### config.mk
export PLATFORM = sky130hd
export DESIGN_NAME = spi_nand_dump_controller
export DESIGN_NICKNAME = d
export VERILOG_FILES = /design/src/sv/snd_pkg.sv /design/src/sv/snd_regs.sv /design/src/sv/spi_nand_dump_controller.sv
export VERILOG_INCLUDE_DIRS = /design/src /design/src/sv
export SDC_FILE = /design/constraint.sdc
export NUM_CORES = 1
export LEC_CHECK = 0
export ABC_AREA = 1
export BUFFER_PORTS_ARGS = -buffer_cell sky130_fd_sc_hd__buf_2
export CELL_PAD_IN_SITES_DETAIL_PLACEMENT = 1
export CELL_PAD_IN_SITES_GLOBAL_PLACEMENT = 1
export CORE_MARGIN = 2
export CORE_UTILIZATION = 40
export CTS_CLUSTER_SIZE = 12
export DETAILED_ROUTE_END_ITERATION = 12
export GPL_TIMING_DRIVEN = 0
export PLACE_DENSITY_LB_ADDON = 0.1
export SYNTH_ARGS = -nofsm -noshare
export SYNTH_HDL_FRONTEND = slang
export SYNTH_SLANG_ARGS = --single-unit
### constraint.sdc
create_clock -name i_clk -period 15.1 [get_ports i_clk]
set_clock_uncertainty 0.1 [all_clocks]
set_input_delay 0 -clock i_clk [delete_from_list [all_inputs] [get_ports i_clk]]
set_output_delay 0 -clock i_clk [all_outputs]
set_load 0.01 [all_outputs]
### src/sv/spi_nand_dump_controller_assert.svh
// Assertion macros used by the top-level RTL
`ifndef SPI_NAND_DUMP_CONTROLLER_ASSERT_SVH
`define SPI_NAND_DUMP_CONTROLLER_ASSERT_SVH
// implication checked every clock outside reset
`define SND_ASSERT_IMP(label, clk, rst_n, a, c) \
    label: assert property (@(posedge clk) disable iff (!rst_n) (a) |-> (c)) \
        else $error("assertion failed");
// next-cycle implication
`define SND_ASSERT_NXT(label, clk, rst_n, a, c) \
    label: assert property (@(posedge clk) disable iff (!rst_n) (a) |=> (c)) \
        else $error("assertion failed");
`endif

### src/sv/snd_pkg.sv
// Package: constants and types for the SPI NAND dump controller
package snd_pkg;
    localparam int PAGE_BYTES   = 2048;
    localparam int DEVICE_BYTES = 134217728;
    localparam int BUFFER_BYTES = 61440;
    localparam int COL_W  = $clog2(PAGE_BYTES);
    localparam int ADDR_W = 28;
    localparam int PBL_W  = COL_W + 2;

    localparam logic [7:0] CMD_ID     = 8'h9F;
    localparam logic [7:0] CMD_LOAD   = 8'h13;
    localparam logic [7:0] CMD_STATUS = 8'h0F;
    localparam logic [7:0] REG_STATUS = 8'hC0;
    localparam logic [7:0] CMD_CACHE  = 8'h3B;
    localparam logic [7:0] ID_A       = 8'hC8;
    localparam logic [7:0] ID_B       = 8'h98;

    typedef enum logic [2:0] {
        PH_IDLE, PH_CMD, PH_READ, PH_GAP, PH_WAIT, PH_FILL
    } t_phase;
    typedef enum logic [1:0] {OP_ID, OP_LOAD, OP_STATUS, OP_CACHE} t_op;
    typedef enum logic [1:0] {RS_IDLE, RS_RUN, RS_DONE, RS_ERR} t_run;
    typedef enum logic [1:0] {ER_OK, ER_NODET, ER_TIMEOUT} t_err;
    typedef enum logic [2:0] {
        RG_START, RG_COUNT, RG_BIAS, RG_HALF, RG_WAIT, RG_LIMIT
    } t_reg;

    typedef struct packed {
        logic [26:0] start_address;
        logic [15:0] byte_count;
        logic [26:0] read_bias;
        logic [7:0]  half_period_ticks;
        logic [23:0] poll_wait_ticks;
        logic [9:0]  poll_limit;
    } t_cfg;
endpackage

### src/sv/snd_regs.sv
// APB register file for the SPI NAND dump controller
module snd_regs (
    input  logic             i_clk,
    input  logic             i_rst_n,
    input  logic             psel,
    input  logic             penable,
    input  logic             pwrite,
    input  logic [4:0]       paddr,
    input  logic [31:0]      pwdata,
    output logic [31:0]      prdata,
    output logic             pready,
    output snd_pkg::t_cfg    o_cfg
);
    snd_pkg::t_cfg r_cfg;
    logic [2:0] w_idx;
    assign w_idx  = paddr[4:2];
    assign pready = 1'b1;
    assign o_cfg  = r_cfg;

    always_ff @(posedge i_clk) begin
        if (!i_rst_n) begin
            r_cfg.start_address     <= '0;
            r_cfg.byte_count        <= '0;
            r_cfg.read_bias         <= 27'd131072;
            r_cfg.half_period_ticks <= 8'd4;
            r_cfg.poll_wait_ticks   <= 24'd40000;
            r_cfg.poll_limit        <= 10'd1000;
        end else if (psel && penable && pwrite) begin
            case (w_idx)
                snd_pkg::RG_START: r_cfg.start_address     <= pwdata[26:0];
                snd_pkg::RG_COUNT: r_cfg.byte_count        <= pwdata[15:0];
                snd_pkg::RG_BIAS:  r_cfg.read_bias         <= pwdata[26:0];
                snd_pkg::RG_HALF:  r_cfg.half_period_ticks <= pwdata[7:0];
                snd_pkg::RG_WAIT:  r_cfg.poll_wait_ticks   <= pwdata[23:0];
                snd_pkg::RG_LIMIT: r_cfg.poll_limit        <= pwdata[9:0];
                default: ;
            endcase
        end
    end

    always_comb begin
        case (w_idx)
            snd_pkg::RG_START: prdata = {5'd0, r_cfg.start_address};
            snd_pkg::RG_COUNT: prdata = {16'd0, r_cfg.byte_count};
            snd_pkg::RG_BIAS:  prdata = {5'd0, r_cfg.read_bias};
            snd_pkg::RG_HALF:  prdata = {24'd0, r_cfg.half_period_ticks};
            snd_pkg::RG_WAIT:  prdata = {8'd0, r_cfg.poll_wait_ticks};
            snd_pkg::RG_LIMIT: prdata = {22'd0, r_cfg.poll_limit};
            default:           prdata = '0;
        endcase
    end
endmodule

### src/sv/spi_nand_dump_controller.sv
// Top level: SPI NAND dump controller, one tick item in, one status item out
// Each input item is one clock tick of the flash interface: it samples the data lines
// and the start request, and yields one output item with the pin levels during that
// tick, an optional delivered byte with its offset, and the run status. One item is
// taken every cycle; the result sits in an output register that stalls only when the
// output side holds off. Input tdata: [0] start_req, [1] io0_in, [2] io1_in. Output
// tdata from bit 0: chip_select_n, serial_clock, io1_out, io1_drive, byte_valid,
// byte_value[8], byte_offset[16], run_state[2], error_code[2], last_status[8],
// poll_count[10], bytes_read[16], zero pad to 72 bits.
module spi_nand_dump_controller (
    input  logic        i_clk,
    input  logic        i_rst_n,
    input  logic        s_axis_tvalid,
    output logic        s_axis_tready,
    input  logic [7:0]  s_axis_tdata,   // start_req, io0_in, io1_in
    output logic        m_axis_tvalid,
    input  logic        m_axis_tready,
    output logic [71:0] m_axis_tdata,   // chip_select_n, serial_clock, io1_out, io1_drive,
                                        // byte_valid, byte_value, byte_offset, run_state,
                                        // error_code, last_status, poll_count, bytes_read
    input  logic        psel,
    input  logic        penable,
    input  logic        pwrite,
    input  logic [4:0]  paddr,
    input  logic [31:0] pwdata,
    output logic [31:0] prdata,
    output logic        pready
);
    `include "spi_nand_dump_controller_assert.svh"
    localparam int AW = snd_pkg::ADDR_W;
    localparam int CW = snd_pkg::COL_W;
    localparam int PW = snd_pkg::PBL_W;

    snd_pkg::t_cfg cfg;
    snd_regs u_regs (.i_clk, .i_rst_n, .psel, .penable, .pwrite, .paddr, .pwdata,
                     .prdata, .pready, .o_cfg(cfg));

    snd_pkg::t_phase r_ph, n_ph;
    snd_pkg::t_op    r_op, n_op;
    logic [7:0]  r_sh, n_sh, r_div, n_div, r_stb, n_stb, r_last, n_last;
    logic [3:0]  r_bit, n_bit;
    logic [2:0]  r_cbi, n_cbi;
    logic [23:0] r_wait, n_wait;
    logic [AW-1:0] r_addr, n_addr;
    logic [15:0] r_rem, n_rem, r_tot, n_tot;
    logic [PW-1:0] r_pbl, n_pbl, r_chunk, n_chunk;
    logic [9:0]  r_retry, n_retry, r_pcnt, n_pcnt;
    logic [1:0]  r_att, n_att, r_rs, n_rs, r_err, n_err, r_xi, n_xi;
    logic [15:0] r_row, n_row;
    logic        r_sec, n_sec;
    logic [12:0] r_cxl, n_cxl;
    logic        ev_v;
    logic [7:0]  ev_val;
    logic [15:0] ev_off;
    logic        o_cs, o_sck, o_io1, o_drv;
    logic        take;
    logic [71:0] r_out;
    logic        r_ov;

    assign take = s_axis_tvalid && s_axis_tready;
    assign s_axis_tready = !r_ov || m_axis_tready;
    assign m_axis_tvalid = r_ov;
    assign m_axis_tdata  = r_out;

    function automatic logic [7:0] cmd_byte(snd_pkg::t_op op, logic [1:0] idx,
                                            logic [15:0] row, logic [CW-1:0] col);
        logic [15:0] c16;
        c16 = 16'(col);
        case (op)
            snd_pkg::OP_ID:     return idx == 2'd0 ? snd_pkg::CMD_ID : 8'h00;
            snd_pkg::OP_LOAD: begin
                case (idx)
                    2'd0:    return snd_pkg::CMD_LOAD;
                    2'd1:    return 8'h00;
                    2'd2:    return row[15:8];
                    default: return row[7:0];
                endcase
            end
            snd_pkg::OP_STATUS: return idx == 2'd0 ? snd_pkg::CMD_STATUS : snd_pkg::REG_STATUS;
            default: begin
                case (idx)
                    2'd0:    return snd_pkg::CMD_CACHE;
                    2'd1:    return c16[15:8];
                    2'd2:    return c16[7:0];
                    default: return 8'h00;
                endcase
            end
        endcase
    endfunction

    logic st, io0, io1;
    logic [7:0] hl;
    assign st  = s_axis_tdata[0];
    assign io0 = s_axis_tdata[1];
    assign io1 = s_axis_tdata[2];
    assign hl  = (cfg.half_period_ticks == 8'd0) ? 8'd1 : cfg.half_period_ticks;

    always_comb begin
        logic legacy, dual, ok, np, adv, tx, poll;
        logic [AW-1:0] want, addr_np;
        logic [15:0] rem_np;
        logic [PW-1:0] ch;
        logic [2:0] ccount;
        snd_pkg::t_op tx_op;
        logic [12:0] tx_n;
        logic [7:0] bv;
        n_ph = r_ph; n_op = r_op; n_sh = r_sh; n_div = r_div; n_stb = r_stb;
        n_last = r_last; n_bit = r_bit; n_cbi = r_cbi; n_wait = r_wait;
        n_addr = r_addr; n_rem = r_rem; n_tot = r_tot; n_pbl = r_pbl; n_chunk = r_chunk;
        n_retry = r_retry; n_pcnt = r_pcnt; n_att = r_att; n_rs = r_rs; n_err = r_err;
        n_xi = r_xi; n_row = r_row; n_sec = r_sec; n_cxl = r_cxl;
        ev_v = 1'b0; ev_val = '0; ev_off = '0;
        np = 1'b0; adv = 1'b0; tx = 1'b0; poll = 1'b0;
        tx_op = snd_pkg::OP_ID; tx_n = '0; ok = 1'b0;
        legacy = (r_op == snd_pkg::OP_ID) && (r_att == 2'd2);
        dual = (r_op == snd_pkg::OP_CACHE);
        ccount = (r_op == snd_pkg::OP_ID) ? (r_att == 2'd2 ? 3'd2 : 3'd1) :
                 (r_op == snd_pkg::OP_STATUS) ? 3'd2 : 3'd4;
        bv = '0; want = '0; addr_np = r_addr; rem_np = r_rem; ch = '0;

        o_cs  = !(r_ph == snd_pkg::PH_CMD || r_ph == snd_pkg::PH_READ);
        o_sck = !o_cs && r_sec;
        o_io1 = (r_ph == snd_pkg::PH_CMD) && r_sh[7];
        o_drv = !((r_ph == snd_pkg::PH_READ) && dual);

        case (r_ph)
            snd_pkg::PH_IDLE: begin
                if (st) begin
                    n_rs = snd_pkg::RS_RUN; n_err = snd_pkg::ER_OK; n_last = '0;
                    n_pcnt = '0; n_tot = '0; n_retry = '0; n_stb = '0; n_att = '0;
                    addr_np = AW'(cfg.start_address);
                    n_addr = addr_np;
                    n_rem = (cfg.byte_count > 16'(snd_pkg::BUFFER_BYTES)) ?
                            16'(snd_pkg::BUFFER_BYTES) : cfg.byte_count;
                    tx = 1'b1; tx_op = snd_pkg::OP_ID; tx_n = 13'd3;
                end
            end
            snd_pkg::PH_CMD, snd_pkg::PH_READ: begin
                n_div = r_div + 8'd1;
                if (n_div >= hl) begin
                    n_div = '0;
                    if (!r_sec) begin
                        if (r_ph == snd_pkg::PH_READ && legacy) n_sh = {r_sh[6:0], io0};
                        n_sec = 1'b1;
                    end else begin
                        n_sec = 1'b0;
                        if (r_ph == snd_pkg::PH_CMD) begin
                            n_sh = {r_sh[6:0], 1'b0};
                            n_bit = r_bit + 4'd1;
                            if (n_bit == 4'd8) begin
                                n_bit = '0;
                                n_cbi = r_cbi + 3'd1;
                                if (n_cbi < ccount)
                                    n_sh = cmd_byte(r_op, n_cbi[1:0], r_row, r_addr[CW-1:0]);
                                else if (r_cxl == '0) begin
                                    n_ph = snd_pkg::PH_GAP;
                                end else begin
                                    n_ph = snd_pkg::PH_READ; n_sh = '0;
                                end
                            end
                        end else begin
                            if (dual) bv = {r_sh[5:0], io0, io1};
                            else if (!legacy) bv = {r_sh[6:0], io0};
                            else bv = r_sh;
                            n_sh = bv;
                            n_bit = r_bit + 4'd1;
                            if (n_bit == (dual ? 4'd4 : 4'd8)) begin
                                n_bit = '0; n_sh = '0;
                                n_cxl = r_cxl - 13'd1;
                                n_xi = r_xi + 2'd1;
                                if (r_op == snd_pkg::OP_ID) begin
                                    if (r_xi == 2'd0) begin n_stb = bv; n_last = bv; end
                                end else if (r_op == snd_pkg::OP_STATUS) begin
                                    n_stb = bv; n_last = bv; n_pcnt = r_retry;
                                end else begin
                                    ev_v = 1'b1; ev_val = bv; ev_off = r_tot;
                                    n_tot = r_tot + 16'd1;
                                end
                                if (n_cxl == '0) begin n_ph = snd_pkg::PH_GAP; n_div = '0; end
                            end
                        end
                    end
                end
            end
            snd_pkg::PH_GAP: begin
                n_div = r_div + 8'd1;
                if (n_div >= hl) begin
                    n_div = '0;
                    case (r_op)
                        snd_pkg::OP_ID: begin
                            if (r_att == 2'd0) ok = r_stb == snd_pkg::ID_A;
                            else if (r_att == 2'd1) ok = r_stb == snd_pkg::ID_B;
                            else ok = r_stb == snd_pkg::ID_B || r_stb == snd_pkg::ID_A;
                            if (ok) np = 1'b1;
                            else if (r_att < 2'd2) begin
                                n_att = r_att + 2'd1;
                                tx = 1'b1; tx_op = snd_pkg::OP_ID; tx_n = 13'd2;
                            end else begin
                                n_rs = snd_pkg::RS_ERR; n_err = snd_pkg::ER_NODET;
                                n_ph = snd_pkg::PH_IDLE;
                            end
                        end
                        snd_pkg::OP_LOAD: begin n_retry = '0; poll = 1'b1; end
                        snd_pkg::OP_STATUS: begin
                            if (r_stb[5:4] == 2'b10 || !r_stb[0]) begin
                                tx = 1'b1; tx_op = snd_pkg::OP_CACHE; tx_n = 13'(r_pbl);
                            end else begin
                                n_ph = snd_pkg::PH_WAIT; n_wait = cfg.poll_wait_ticks;
                            end
                        end
                        default: adv = 1'b1;
                    endcase
                end
            end
            snd_pkg::PH_WAIT: begin
                if (r_wait > 24'd1) n_wait = r_wait - 24'd1;
                else begin
                    n_wait = '0; n_retry = r_retry + 10'd1; poll = 1'b1;
                end
            end
            snd_pkg::PH_FILL: begin
                ev_v = 1'b1; ev_val = 8'hFF; ev_off = r_tot; n_tot = r_tot + 16'd1;
                n_pbl = (r_pbl != '0) ? r_pbl - PW'(1) : r_pbl;
                if (n_pbl == '0) adv = 1'b1;
            end
            default: n_ph = snd_pkg::PH_IDLE;
        endcase

        if (poll) begin
            if (n_retry >= cfg.poll_limit) begin
                n_pcnt = n_retry; n_rs = snd_pkg::RS_ERR; n_err = snd_pkg::ER_TIMEOUT;
                n_ph = snd_pkg::PH_IDLE;
            end else begin
                tx = 1'b1; tx_op = snd_pkg::OP_STATUS; tx_n = 13'd1;
            end
        end
        if (adv) begin
            addr_np = r_addr + AW'(r_chunk);
            rem_np = r_rem - 16'(r_chunk);
            n_addr = addr_np; n_rem = rem_np; np = 1'b1;
        end
        if (np) begin
            if (rem_np == '0 || addr_np >= AW'(snd_pkg::DEVICE_BYTES)) begin
                n_rs = snd_pkg::RS_DONE; n_err = snd_pkg::ER_OK; n_ph = snd_pkg::PH_IDLE;
            end else begin
                ch = PW'(snd_pkg::PAGE_BYTES) - PW'(addr_np[CW-1:0]);
                if (32'(ch) > 32'(rem_np)) ch = PW'(rem_np);
                n_chunk = ch; n_pbl = ch;
                want = addr_np + AW'(cfg.read_bias);
                if (want >= AW'(snd_pkg::DEVICE_BYTES)) n_ph = snd_pkg::PH_FILL;
                else begin
                    n_row = 16'(want >> CW);
                    tx = 1'b1; tx_op = snd_pkg::OP_LOAD; tx_n = '0;
                end
            end
        end
        if (tx) begin
            n_op = tx_op; n_ph = snd_pkg::PH_CMD; n_cbi = '0; n_bit = '0; n_div = '0;
            n_sec = 1'b0; n_cxl = tx_n; n_xi = '0;
            n_sh = cmd_byte(tx_op, 2'd0, n_row, n_addr[CW-1:0]);
        end
    end

    always_ff @(posedge i_clk) begin
        if (!i_rst_n) begin
            r_ph <= snd_pkg::PH_IDLE; r_op <= snd_pkg::OP_ID; r_sh <= '0; r_div <= '0;
            r_stb <= '0; r_last <= '0; r_bit <= '0; r_cbi <= '0; r_wait <= '0;
            r_addr <= '0; r_rem <= '0; r_tot <= '0; r_pbl <= '0; r_chunk <= '0;
            r_retry <= '0; r_pcnt <= '0; r_att <= '0; r_rs <= snd_pkg::RS_IDLE;
            r_err <= snd_pkg::ER_OK; r_xi <= '0; r_row <= '0; r_sec <= 1'b0;
            r_cxl <= '0; r_ov <= 1'b0; r_out <= '0;
        end else begin
            if (m_axis_tready) r_ov <= 1'b0;
            if (take) begin
                r_ph <= n_ph; r_op <= n_op; r_sh <= n_sh; r_div <= n_div; r_stb <= n_stb;
                r_last <= n_last; r_bit <= n_bit; r_cbi <= n_cbi; r_wait <= n_wait;
                r_addr <= n_addr; r_rem <= n_rem; r_tot <= n_tot; r_pbl <= n_pbl;
                r_chunk <= n_chunk; r_retry <= n_retry; r_pcnt <= n_pcnt; r_att <= n_att;
                r_rs <= n_rs; r_err <= n_err; r_xi <= n_xi; r_row <= n_row;
                r_sec <= n_sec; r_cxl <= n_cxl; r_ov <= 1'b1;
                r_out <= {5'd0, n_tot, n_pcnt, n_last, n_err, n_rs, ev_off, ev_val, ev_v,
                          o_drv, o_io1, o_sck, o_cs};
            end
        end
    end

    `SND_ASSERT_NXT(a_hold, i_clk, i_rst_n, m_axis_tvalid && !m_axis_tready,
                    m_axis_tvalid && $stable(m_axis_tdata))
    `SND_ASSERT_IMP(a_ready, i_clk, i_rst_n, !m_axis_tvalid, s_axis_tready)
    `SND_ASSERT_IMP(a_bytes, i_clk, i_rst_n, 1'b1,
                    r_tot <= 16'(snd_pkg::BUFFER_BYTES))
    `SND_ASSERT_IMP(a_drive, i_clk, i_rst_n, r_ph == snd_pkg::PH_CMD,
                    r_op != snd_pkg::OP_CACHE || o_drv)
endmodule

Word-level counts from Yosys, hierarchy flattened

Index checks and enable logic that the tools add are counted.

Register bits after elaboration: 392
Output and inout bits: 107
Bits of input ports: 52

Add/subtract/negate cells: 14
Mux-type cells: 235
Order comparisons: 9
Reductions and logical operators: 67
Equality and inequality tests: 38
Bitwise gates (word level): 2

Operator list:

| kind                                                                  | number |
|---|---|
| 8-bit 2-to-1 mux                                                      | 40 |
| 16-bit 2-to-1 mux                                                     | 18 |
| 13-bit 2-to-1 mux                                                     | 18 |
| 27-bit one-hot mux with 6 select lines                                | 1 |
| 10-bit 2-to-1 mux                                                     | 13 |
| 24-bit 2-to-1 mux                                                     | 4 |
| 8-bit one-hot mux with 3 select lines                                 | 4 |
| 2-bit 2-to-1 mux                                                      | 42 |
| 28-bit 2-to-1 mux                                                     | 3 |
| 3-bit 2-to-1 mux                                                      | 25 |
| 28-bit >= comparator (second input constant)                          | 2 |
| 13-bit one-hot mux with 2 select lines                                | 2 |
| 16-bit one-hot mux with 3 select lines                                | 1 |
| 24-bit one-hot mux with 2 select lines                                | 1 |
| 8-bit one-hot mux with 2 select lines                                 | 3 |
| 13-bit zero test                                                      | 3 |
| 1-bit 2-to-1 mux                                                      | 39 |
| 4-bit 2-to-1 mux                                                      | 8 |
| 16-bit one-hot mux with 2 select lines                                | 1 |
| 10-bit one-hot mux with 3 select lines                                | 1 |
| 28-bit by 13-bit adder with 28-bit output                             | 1 |
| 28-bit by 27-bit adder with 28-bit output                             | 1 |
| 2-bit nonzero test                                                    | 13 |
| 13-bit by 1-bit subtractor with 13-bit output (second input constant) | 2 |
| 51 further kinds                                                      | 119 |

Logic depth before layout (Yosys ltp)

Gate-level depths: netlist of run 1.

Word-level depth: 18
Mapped depth: 39
Gate-level depth less buffers: 39

Modules after synthesis

A second synthesis of run 1 with hierarchy kept.

Cells, all modules: 3745
Area, all modules: 24090.6 um^2

By module, submodules not included:

| module                   | area an instance (um^2) | cells an instance | instances |
|---|---|---|---|
| spi_nand_dump_controller | 18426.4                 | 2862              | 1 |
| snd_regs                 | 5664.2                  | 883               | 1 |

Least setup slack after synthesis of run 1

No wires, ideal clock.

Kind: reg2reg
Start point: register r_div[0]
End point: register r_pbl[0]
Data arrival time: 5.121 ns
Clock period less this slack: 5.330 ns
Setup slack: 9.770 ns
Cell stages (with the launch flop): 39
Data required time: 14.890 ns
Library setup time: 0.110 ns
Buffers on the path: 2
Path through: dfxtp_1 > nand3_1 > nand3b_1 > nand3b_1 > xor2_1 > inv_1 > ha_1 > nand2_1 > nor2_1 > a211oi_1 > nand3_1 > nand3_1 > nand2_4 > buf_6 > nor2_8 > inv_2 > o21ai_0 > nand2_1 > (+3 left out) > inv_1 > ha_1 > nand2_1 > nor2_1 > nand2_1 > o211ai_1 > nand3_1 > a21oi_1 > a211oi_1 > a31oi_1 > nand3_1 > inv_1 > clkbuf_1 > o21ai_0 > nand2_1 > o211ai_1 > nand2_1 > inv_1

Word-level cells in the longest chain between the ends: 10

Ends and longest elaborated chain:

| item                                            | RTL line                        | text |
|---|---|---|
| start, declared                                 | spi_nand_dump_controller.sv:40  | `logic [7:0] r_sh, n_sh, r_div, n_div, r_stb, n_stb, r_last, n_last;` |
| start signal, assigned                          | spi_nand_dump_controller.sv:275 | `r_ph <= n_ph; r_op <= n_op; r_sh <= n_sh; r_div <= n_div; r_stb <= n_stb;` |
| 8-bit by 1-bit adder with 8-bit output *        | spi_nand_dump_controller.sv:186 | `n_div = r_div + 8'd1;` |
| 8-bit >= comparator *                           | spi_nand_dump_controller.sv:187 | `if (n_div >= hl) begin` |
| 1-bit 2-to-1 mux                                | spi_nand_dump_controller.sv:187 |  |
| 1-bit one-hot mux with 2 select lines           | spi_nand_dump_controller.sv:126 | `case (r_ph)` |
| 28-bit 2-to-1 mux                               | n/a                             |  |
| 12-bit by 11-bit subtractor with 13-bit output  | spi_nand_dump_controller.sv:246 | `ch = PW'(snd_pkg::PAGE_BYTES) - PW'(addr_np[CW-1:0]);` |
| 13-bit by 16-bit > comparator with 1-bit output | spi_nand_dump_controller.sv:247 | `if (32'(ch) > 32'(rem_np)) ch = PW'(rem_np);` |
| 13-bit 2-to-1 mux                               | spi_nand_dump_controller.sv:247 |  |
| 13-bit 2-to-1 mux                               | spi_nand_dump_controller.sv:243 | `if (rem_np == '0 \|\| addr_np >= AW'(snd_pkg::DEVICE_BYTES)) begin` |
| 13-bit 2-to-1 mux *                             | spi_nand_dump_controller.sv:242 | `if (np) begin` |
| end signal, assigned                            | spi_nand_dump_controller.sv:277 | `r_addr <= n_addr; r_rem <= n_rem; r_tot <= n_tot; r_pbl <= n_pbl;` |
| end, declared                                   | spi_nand_dump_controller.sv:46  | `logic [PW-1:0] r_pbl, n_pbl, r_chunk, n_chunk;` |

Every way passes the cells marked *; elsewhere a longest branch is shown, timed or not.
A chain may end at the register's enable or synchronous reset.

Worst setup path after layout of run 1

Start point: register r_div[0]
End point: register r_sh[5]

Word-level cells in the longest chain between the ends: 13

Ends and longest elaborated chain:

| item                                              | RTL line                        | text |
|---|---|---|
| 8-bit by 1-bit adder with 8-bit output *          | spi_nand_dump_controller.sv:186 |  |
| 8-bit >= comparator *                             | spi_nand_dump_controller.sv:187 |  |
| 1-bit 2-to-1 mux *                                | spi_nand_dump_controller.sv:187 |  |
| 1-bit one-hot mux with 2 select lines *           | spi_nand_dump_controller.sv:126 |  |
| 28-bit 2-to-1 mux *                               | n/a                             |  |
| named net n_addr[20]                              | spi_nand_dump_controller.sv:44  | `logic [AW-1:0] r_addr, n_addr;` |
| 28-bit by 27-bit adder with 28-bit output         | spi_nand_dump_controller.sv:249 | `want = addr_np + AW'(cfg.read_bias);` |
| 28-bit >= comparator                              | spi_nand_dump_controller.sv:250 | `if (want >= AW'(snd_pkg::DEVICE_BYTES)) n_ph = snd_pkg::PH_FILL;` |
| 2-bit 2-to-1 mux                                  | spi_nand_dump_controller.sv:250 |  |
| 2-bit 2-to-1 mux                                  | spi_nand_dump_controller.sv:243 |  |
| 2-bit 2-to-1 mux                                  | spi_nand_dump_controller.sv:242 |  |
| 2-bit equality test, or another cell as far along | spi_nand_dump_controller.sv:69  | `case (op)` |
| 8-bit one-hot mux with 3 select lines             | spi_nand_dump_controller.sv:69  |  |
| 8-bit 2-to-1 mux                                  | spi_nand_dump_controller.sv:257 | `if (tx) begin` |
| end signal, assigned                              | spi_nand_dump_controller.sv:275 |  |
| end, declared                                     | spi_nand_dump_controller.sv:40  |  |

The timed path passes the listed nets; every way through them passes the cells marked *.

==> results of run 1 <==
==> kinds of logic after synthesis <==
logic type / share of synthesized area (%)
simple gates: 25.7
compound gates: 24.1
buf+inv: 10.1
flops: 31.0
fa+ha+maj: 6.17
xor+xnor: 2.87
other cells: 0.0329
==> worst register-to-register path, delay by kind of cell, from the launching register on <==
family / cells / cell delay (ns)
compound gates: 5 / 1.00
xor+xnor: 1 / 0.19
fa+ha+maj: 2 / 0.59
buf+inv: 6 / 1.39
flops: 1 / 0.43
simple gates: 18 / 3.61
==> power by group <==
| group | switching [mW] | internal [mW] | leakage [nW] | total (mW) |
|---|---|---|---|---|
| logic | 0.408 | 0.176 | 7.92 | 0.584 |
| registers | 0.0365 | 0.965 | 2.87 | 1.00 |
| clock network | 0.462 | 0.707 | 0.769 | 1.17 |
| total | 0.907 | 1.85 | 11.6 | 2.76 |
==> routing by layer <==
| metal | GRT usage, % | share of wire [%] | wire, um | up-vias |
|---|---|---|---|---|
| met5 | 0 | 0.012 | 13 | - |
| met1 | 44.3 | 43 | 45300 | 12700 |
| met2 | 58.3 | 47 | 48800 | 844 |
| met3 | 4.59 | 5.8 | 6060 | 201 |
| li1 | - | - | - | 12200 |
| met4 | 13.5 | 4.1 | 4290 | 2 |
==> worst max path at each step <==
stage                        start       end  slack (ns)  depth (start not counted)
after floorplan           r_div[0]  r_pbl[0]        9.77                         38
after detailed placement  r_div[0]   r_sh[6]        7.77                         32
after global placement    r_div[0]   r_sh[7]        7.95                         32
final                     r_div[0]   r_sh[5]        7.66                         32
after CTS                 r_div[0]   r_sh[5]        7.72                         32
after global routing      r_div[0]  r_pbl[8]        7.02                         37
==> sequential cells by signal, summed over array words and instances, names as in the netlist, 13 cells and up, named ones only <==
name,flops
r_pbl,13
r_rem,16
r_wait,24
u_regs.o_cfg,112
r_chunk,13
r_addr,28
r_row,16
r_cxl,13
m_axis_tdata,32
==> per-stage QoR <==
step                utilization [%]  power (mW)
finish                         46.8        2.76
global route                   46.8        2.86
CTS                            46.8        2.75
detailed placement             43.4        1.58
global placement               43.4        1.57
floorplan                         -        1.38
==> timing repair <==
| action | CTS | global route |
|---|---|---|
| setup endpoints to repair | 0 | 0 |
| resized for setup | 0 | 0 |
| hold endpoints to repair | 119 | 0 |
| hold buffers | 34 | 0 |
==> layout make-up <==
type                            instances  area, um^2  area share, %
Antenna cell                            4        10.0         0.0379
Sequential cell                       354        7090           26.8
Inverter                              417        1570           5.92
Multi-Input combinational cell       2589       13500           51.1
Tap cell                              756         946           3.58
Clock buffer                           61        1310           4.95
Timing Repair Buffer                  167        1010           3.81
Buffer                                164         738           2.79
Clock inverter                         18         267           1.01
==> Yosys cell counts, types with 6 or more instances <==
library cell,count,area share [%]
dfxtp_1,354,31
a221oi_1,8,0.31
nand2_1,699,11
nor2_2,11,0.30
o221ai_1,23,0.88
xnor2_1,24,0.92
o22ai_1,32,0.88
clkinv_1,10,0.16
nand3b_1,6,0.20
or2_2,6,0.16
clkbuf_1,118,1.9
nand4_1,23,0.63
nor3_1,38,0.83
buf_6,7,0.34
o211ai_1,48,1.6
buf_1,13,0.21
nand3_1,171,3.7
o2111ai_1,10,0.38
xor2_1,51,2.0
a211oi_1,39,1.3
a31oi_1,27,0.74
buf_2,11,0.24
a22oi_1,11,0.36
inv_1,400,6.6
o31ai_1,8,0.26
buf_4,15,0.49
o21ai_0,353,7.7
ha_1,108,5.9
nor2_1,425,7.0
nor4_1,13,0.36
inv_2,7,0.11
o21ai_1,6,0.13
a21oi_1,376,8.2
==> flow_metrics.tcl, run 1 <==
set metrics [dict create \
    status "complete, but fails checks" \
    violations "capacitance limit, slew limit" \
    ant_nets 0 \
    wl_mm 104 \
    placed_cells 4413 \
    cts_htree_levels 2 \
    layoutNonFillerInstCount 4530 \
    whs_endpoint "u_regs.o_cfg[12]" \
    cts_tree "yes" \
    cts.sinks 354 \
    mostFrequentLayoutCell "nand2_1" \
    clock_latency_ns 0.60 \
    worstSetupPathType "flop to flop" \
    slew_viol_final 7 \
    cp-end-kind "flop" \
    antenna_found_initial 3 \
    postCtsSetupRepairBufs 0 \
    fin_hold_ws_ns 0.0859 \
    rsz0062_at_grt "false" \
    dieWidth_um 243 \
    rows 87 \
    ys_ff_latch 354 \
    r2r-start "r_div[0]" \
    holdCritPathClass "primary input to flop" \
    area_growth_pct 15.6 \
    synth_edf_count 0 \
    cp.arrival_ns 7.81 \
    cts_inserted_buffers 44 \
    fillerInstances 7553 \
    worstReg2RegEnd "r_sh[5]" \
    final-hold-violation-count 0 \
    rrSetupSlack_ns 7.66 \
    path_clk_slew_ns 0.06 \
    design.portCount 159 \
    fin_ws_ns 7.66 \
    yosys_warnings 0 \
    rr_worst_depth 32 \
    drtIter0Drc 1717 \
    fin_crit_ns 7.44 \
    drc_errors 0 \
    drive_gt1_share_pct 7.56 \
    seq_area_frac_synth_pct 31.0 \
    synth_cell_type_count 65 \
    place.gp.congestion 0.970 \
    initial_core_util_pct 40.5 \
    slowest_stage "nand3_1" \
    via_per_inst 5.72 \
    min_period_over_period_pct 49.2 \
    ir_drop_uv 72.2 \
    design_area_mm2 0.0264 \
    min_path_cells 5 \
    placed_area_mm2 0.0245 \
    slowest_delay_ns 0.55 \
    syn_area_per_cell_um2 6.50 \
    clock.fmax_mhz 134 \
    cts_root_buffer "clkbuf_16" \
    grt_pass1_vias 26100 \
    dr.pass1.iters 5 \
    post-dp-hpwl_mm 81.7 \
    async_flop_share_pct 0 \
    track_usage_pct 34.4 \
    tightest_slew_ns 1.54 \
    die_y_um 243 \
    min_from "penable" \
    leakagePower_nw 11.6 \
    drv_cap 1 \
    num_vias 25900 \
    most-common-layout-cells "nand2_1 (699), nor2_1 (425), inv_1 (400)" \
    dp_slack_ns 7.77 \
    syn_area_mm2 0.0229 \
    coreArea_mm2 0.0565 \
    path_max_fanout 10 \
    grt_start_max_net_pins 13 \
    gr-total-overflow 0 \
    clk_path_buf_depth 3 \
    fin_nets 3900 \
    fin_setup_tns_ns 0 \
    start_kind "flop" \
    grt_pass1_wl_mm 158 \
    required_ns 15.47 \
    slew_headroom_pct -3.02 \
    crit_family "simple AND/OR/NAND/NOR gates" \
    port-buffer-count 133 \
    ys.flop_type "dfxtp_1" \
    setup_viol 0 \
    p_per_area_mw_per_mm2 104 \
    routedWlPerCell_um 23.0 \
    netlist_instances 3515 \
    worst-path-buf-inv 6 \
    die-area_mm2 0.0591 \
]
Note: power is estimated with default switching activity, not from simulation.
==> run 2: changes to the inputs <==
==> constraint.sdc (replaced) <==
create_clock -name i_clk -period 6.2 [get_ports i_clk]
set_clock_uncertainty 0.1 [all_clocks]
set_input_delay 0 -clock i_clk [delete_from_list [all_inputs] [get_ports i_clk]]
set_output_delay 0 -clock i_clk [all_outputs]
set_load 0.01 [all_outputs]
==> flow_metrics.tcl, run 2 (synthesized netlist as in run 1, its figures left out) <==
set metrics [dict create \
    slew_viol_final 11 \
    clk_path_buf_depth 3 \
    routedWlPerCell_um 23.1 \
    p_per_area_mw_per_mm2 252 \
    cts_htree_levels 2 \
    status "complete, but fails checks" \
    cts_tree "yes" \
    r2r-start "r_div[0]" \
    cp.arrival_ns 6.35 \
    gr-total-overflow 0 \
    cts_root_buffer "clkbuf_16" \
    placed_cells 4413 \
    path_clk_slew_ns 0.06 \
    min_from "penable" \
    fin_setup_tns_ns 0 \
    required_ns 6.62 \
    fin_crit_ns 5.94 \
    fin_hold_ws_ns 0.0613 \
    dr.pass1.iters 5 \
    holdCritPathClass "primary input to flop" \
    tightest_slew_ns 1.53 \
    start_kind "flop" \
    grt_busiest_layer "met2" \
    min_path_cells 5 \
    design_area_mm2 0.0268 \
    num_vias 26100 \
    placed_area_mm2 0.0245 \
    met1_usage_pct 44.3 \
    initial_core_util_pct 40.5 \
    wl_mm 105 \
    track_usage_pct 34.5 \
    clock.fmax_mhz 168 \
    clock_latency_ns 0.59 \
    worst-path-buf-inv 7 \
    grt_pass1_vias 26200 \
    use_met2_pct 58.0 \
    violations "capacitance limit, slew limit" \
    layoutNonFillerInstCount 4540 \
    post-dp-hpwl_mm 81.7 \
    rsz0062_at_grt "true" \
    worstReg2RegEnd "r_sh[4]" \
    fin_nets 3913 \
    ir_drop_uv 176 \
    slew_headroom_pct -1.76 \
    rows 87 \
    path_max_fanout 11 \
    path_common_cell "nand2_1" \
    cts.sinks 354 \
    ant_nets 0 \
    cts_inserted_buffers 44 \
    min_period_over_period_pct 95.7 \
    leakagePower_nw 11.7 \
    crit_family "simple AND/OR/NAND/NOR gates" \
    design.portCount 159 \
    largest_reg_flops 112 \
    slowest_stage "dfxtp_2" \
    cp.depth 32 \
    rr_worst_depth 32 \
    area_growth_pct 17.3 \
    place.gp.congestion 0.970 \
    worstSetupPathType "flop to flop" \
    drc_errors 0 \
    antenna_found_initial 3 \
    drv_cap 2 \
    final-hold-violation-count 0 \
    drive_gt1_share_pct 9.25 \
    most-common-layout-cells "nand2_1 (694), nor2_1 (416), inv_1 (397)" \
    port-buffer-count 133 \
    rrSetupSlack_ns 0.26 \
    slowest_delay_ns 0.38 \
    fillerInstances 7508 \
    coreArea_mm2 0.0565 \
    die-area_mm2 0.0591 \
    whs_endpoint "u_regs.o_cfg[83]" \
    mostFrequentLayoutCell "nand2_1" \
    drtIter0Drc 1527 \
    dieWidth_um 243 \
    cp-end-kind "flop" \
    grt_start_max_net_pins 13 \
    via_per_inst 5.74 \
    gr-usage-met3_pct 4.63 \
    setup_viol 0 \
    grt_pass1_wl_mm 158 \
    die_y_um 243 \
]
-- run 2: changes by cell type in the layout (fill, tap and decap cells not counted), sizes merged --
cell,previous run,this run
clkinvlp,3,4
buf,179,193
nor2,439,440
diode,4,1
inv,407,406
clkbuf,179,177
-- run 2: how the worst max path moves through the flow --
| stage | start | endpoint | slack, ns |
|---|---|---|---|
| after floorplan | r_div[0] | r_pbl[0] | 0.87 |
| after global placement | r_div[0] | r_sh[7] | -0.95 |
| after detailed placement | r_div[0] | r_sh[6] | -1.13 |
| after CTS | r_div[0] | r_chunk[4] | 0.02 |
| after global routing | r_div[0] | r_pbl[0] | -0.03 |
| final | r_div[0] | r_sh[4] | 0.26 |
-- run 2: per-stage QoR --
stage / power, mW / utilization (%) / setup slack [ns]
finish: 6.77 / 47.5 / 0.264
global route: 7.02 / 47.5 / -0.0338
CTS: 6.72 / 47.0 / 0.0173
detailed placement: 3.86 / 43.4 / -1.13
global placement: 3.81 / 43.4 / -0.951
floorplan: 3.37 / - / 0.870
-- run 2: area by class of cell --
cell class	instances	area (um^2)	share of cell area, %
Tap cell	756	946	3.53
Clock buffer	61	1310	4.88
Antenna cell	1	2.50	0.00933
Timing Repair Buffer	179	1100	4.09
Inverter	417	1570	5.86
Buffer	164	778	2.90
Multi-Input combinational cell	2590	13800	51.3
Sequential cell	354	7090	26.4
Clock inverter	18	267	0.994
-- run 2: power by group --
| part | switching, mW | internal (mW) | total [mW] |
|---|---|---|---|
| clock | 1.13 | 1.72 | 2.85 |
| sequential | 0.0907 | 2.35 | 2.44 |
| combinational | 1.02 | 0.462 | 1.48 |
-- run 2: repair_timing --
item	CTS	global route
gates cloned	0	1
endpoints found under the setup margin	94	94
pin swaps	3	5
resized for setup	29	64
buffers inserted	4	8
hold buffers	34	0
endpoints found under the hold margin	119	0
-- run 2: worst min-delay path: stages --
cell	delay (ns)
buf_2	0.10
nand3_1	0.27
nor2_1	0.12
o21ai_0	0.16
nor2_1	0.05
-- run 2: routing by layer --
layer	part of all wire (%)	vias up
li1	-	12200
met1	43	12800
met2	46	834
met3	6.3	213
met4	4.6	2
met5	0.011	-
==> run 3: changes to the inputs <==
==> constraint.sdc (replaced) <==
create_clock -name i_clk -period 6.2 [get_ports i_clk]
set_clock_uncertainty 0.1 [all_clocks]
set_input_delay 0.31 -clock i_clk [delete_from_list [all_inputs] [get_ports i_clk]]
set_output_delay 0.31 -clock i_clk [all_outputs]
set_load 0.01 [all_outputs]
==> flow_metrics.tcl, run 3 (synthesized netlist as in run 1, its figures left out) <==
set metrics [dict create \
    status "completed" \
    rr_worst_depth 31 \
    tightest_slew_ns 1.47 \
    cp.arrival_ns 6.34 \
    ir_drop_uv 176 \
    drtIter0Drc 1527 \
    wl_mm 105 \
    layoutNonFillerInstCount 4533 \
    combPwrFrac_pct 21.8 \
    sw_frac_of_total_pct 33.1 \
    path_clk_slew_ns 0.06 \
    cp-end-kind "flop" \
    setup_viol 0 \
    leakagePower_nw 11.7 \
    met1_usage_pct 44.4 \
    rrSetupSlack_ns 0.23 \
    clk_path_buf_depth 3 \
    clock_latency_ns 0.59 \
    cts_root_buffer "clkbuf_16" \
    most-common-layout-cells "nand2_1 (694), nor2_1 (416), inv_1 (397)" \
    path_common_cell "nor2_1" \
    worstReg2RegEnd "r_sh[4]" \
    slowest_stage "dfxtp_1" \
    place.gp.congestion 0.970 \
    initial_core_util_pct 40.5 \
    area_growth_pct 17.0 \
    post-route-util_pct 47.3 \
    slew_headroom_pct 1.81 \
    placed_area_mm2 0.0245 \
    ant_nets 0 \
    drc_errors 0 \
    fin_crit_ns 5.97 \
    die-area_mm2 0.0591 \
    fin_hold_ws_ns 0.0399 \
    clkPwrFrac_pct 42.1 \
    dieWidth_um 243 \
    routedWlPerCell_um 23.1 \
    fillerInstances 7513 \
    min_period_over_period_pct 96.2 \
    coreArea_mm2 0.0565 \
    start_kind "flop" \
    holdCritPathClass "primary input to flop" \
    drive_gt1_share_pct 9.27 \
    switchingPower_mw 2.24 \
    required_ns 6.57 \
    placed_cells 4413 \
    dr.pass1.iters 6 \
    min_from "pwdata[6]" \
    p_per_area_mw_per_mm2 253 \
    slowest_delay_ns 0.37 \
    min_path_cells 3 \
    design.portCount 159 \
    final-hold-violation-count 0 \
    drv_cap 0 \
    cts.sinks 354 \
    cts_inserted_buffers 44 \
    num_vias 26000 \
    path_max_fanout 11 \
    whs_endpoint "u_regs.o_cfg[91]" \
    fin_nets 3905 \
    gr-total-overflow 0 \
    clock.fmax_mhz 168 \
    via_per_inst 5.73 \
    antenna_found_initial 4 \
    port-buffer-count 133 \
    post-dp-hpwl_mm 81.7 \
    gr-usage-met3_pct 4.51 \
    grt_busiest_layer "met2" \
    r2r-start "r_div[1]" \
    p_int_mw 4.53 \
    cts_tree "yes" \
    mostFrequentLayoutCell "nand2_1" \
    cts_htree_levels 2 \
    seqPwrFrac_pct 36.1 \
    use_met2_pct 57.8 \
    finalPower_mw 6.77 \
    design_area_mm2 0.0267 \
    grt_start_max_net_pins 13 \
    slew_viol_final 0 \
    die_y_um 243 \
    grt_pass1_wl_mm 158 \
    worstSetupPathType "flop to flop" \
    largest_reg_flops 112 \
    grt_pass1_vias 26100 \
    track_usage_pct 34.5 \
    rows 87 \
]
-- run 3: timing repair --
item	4_1_cts	5_1_grt
cloned	0	1
hold buffers	26	0
resized for setup	29	63
pin swaps	3	5
endpoints found under the setup margin	94	94
buffers inserted	4	8
hold endpoints to repair	57	0
-- run 3: power groups by stage --
stage                     Combinational [mW]  Sequential, mW  Clock (mW)
after global placement                  1.33            2.48           0
final                                   1.48            2.44        2.85
after floorplan                        0.915            2.45           0
after detailed placement                1.37            2.49           0
after global routing                    1.61            2.45        2.96
after CTS                               1.41            2.44        2.87
-- run 3: layout make-up --
cell class | count | area [um^2] | share of cell area, %
clock inverters | 18 | 267 | 0.997
diodes | 2 | 5.00 | 0.0187
multi-input cells | 2590 | 13800 | 51.5
flip-flops and latches | 354 | 7090 | 26.5
inverters | 417 | 1570 | 5.88
clock buffers | 61 | 1310 | 4.89
plain buffers | 164 | 776 | 2.90
repair buffers | 171 | 1020 | 3.80
well taps | 756 | 946 | 3.54
-- run 3: critical path: cells and delay by family (launching register included) --
family	cells	cell delay (ns)
simple gates	14	2.29
buf+inv	7	1.10
compound gates	7	1.09
fa+ha+maj	2	0.70
flops	1	0.37
xor+xnor	1	0.17
-- run 3: how the worst max path moves through the flow --
stage | endpoint | slack (ns) | cells after the start | start
floorplan | r_pbl[0] | 0.87 | 38 | r_div[0]
global placement | r_sh[7] | -0.95 | 32 | r_div[0]
detailed placement | r_sh[6] | -1.13 | 32 | r_div[0]
CTS | r_chunk[4] | 0.02 | 37 | r_div[0]
global route | r_pbl[0] | -0.03 | 38 | r_div[0]
finish | r_sh[4] | 0.23 | 31 | r_div[1]
-- run 3: per-stage QoR --
| stage | setup WS (ns) | setup TNS, ns |
|---|---|---|
| 3_3_place_gp | -0.951 | -69.01 |
| 2_1_floorplan | 0.870 | 0 |
| 4_1_cts | 0.0173 | 0 |
| 6_report | 0.235 | 0 |
| 3_5_place_dp | -1.13 | -83.68 |
| 5_1_grt | -0.0339 | -0.141 |
-- run 3: per-layer routing --
metal  wire length [um]  up-vias
met5                 25        -
met4               4740        4
met3               6040      214
met2              48600      770
met1              45500    12800
li1                   -    12200
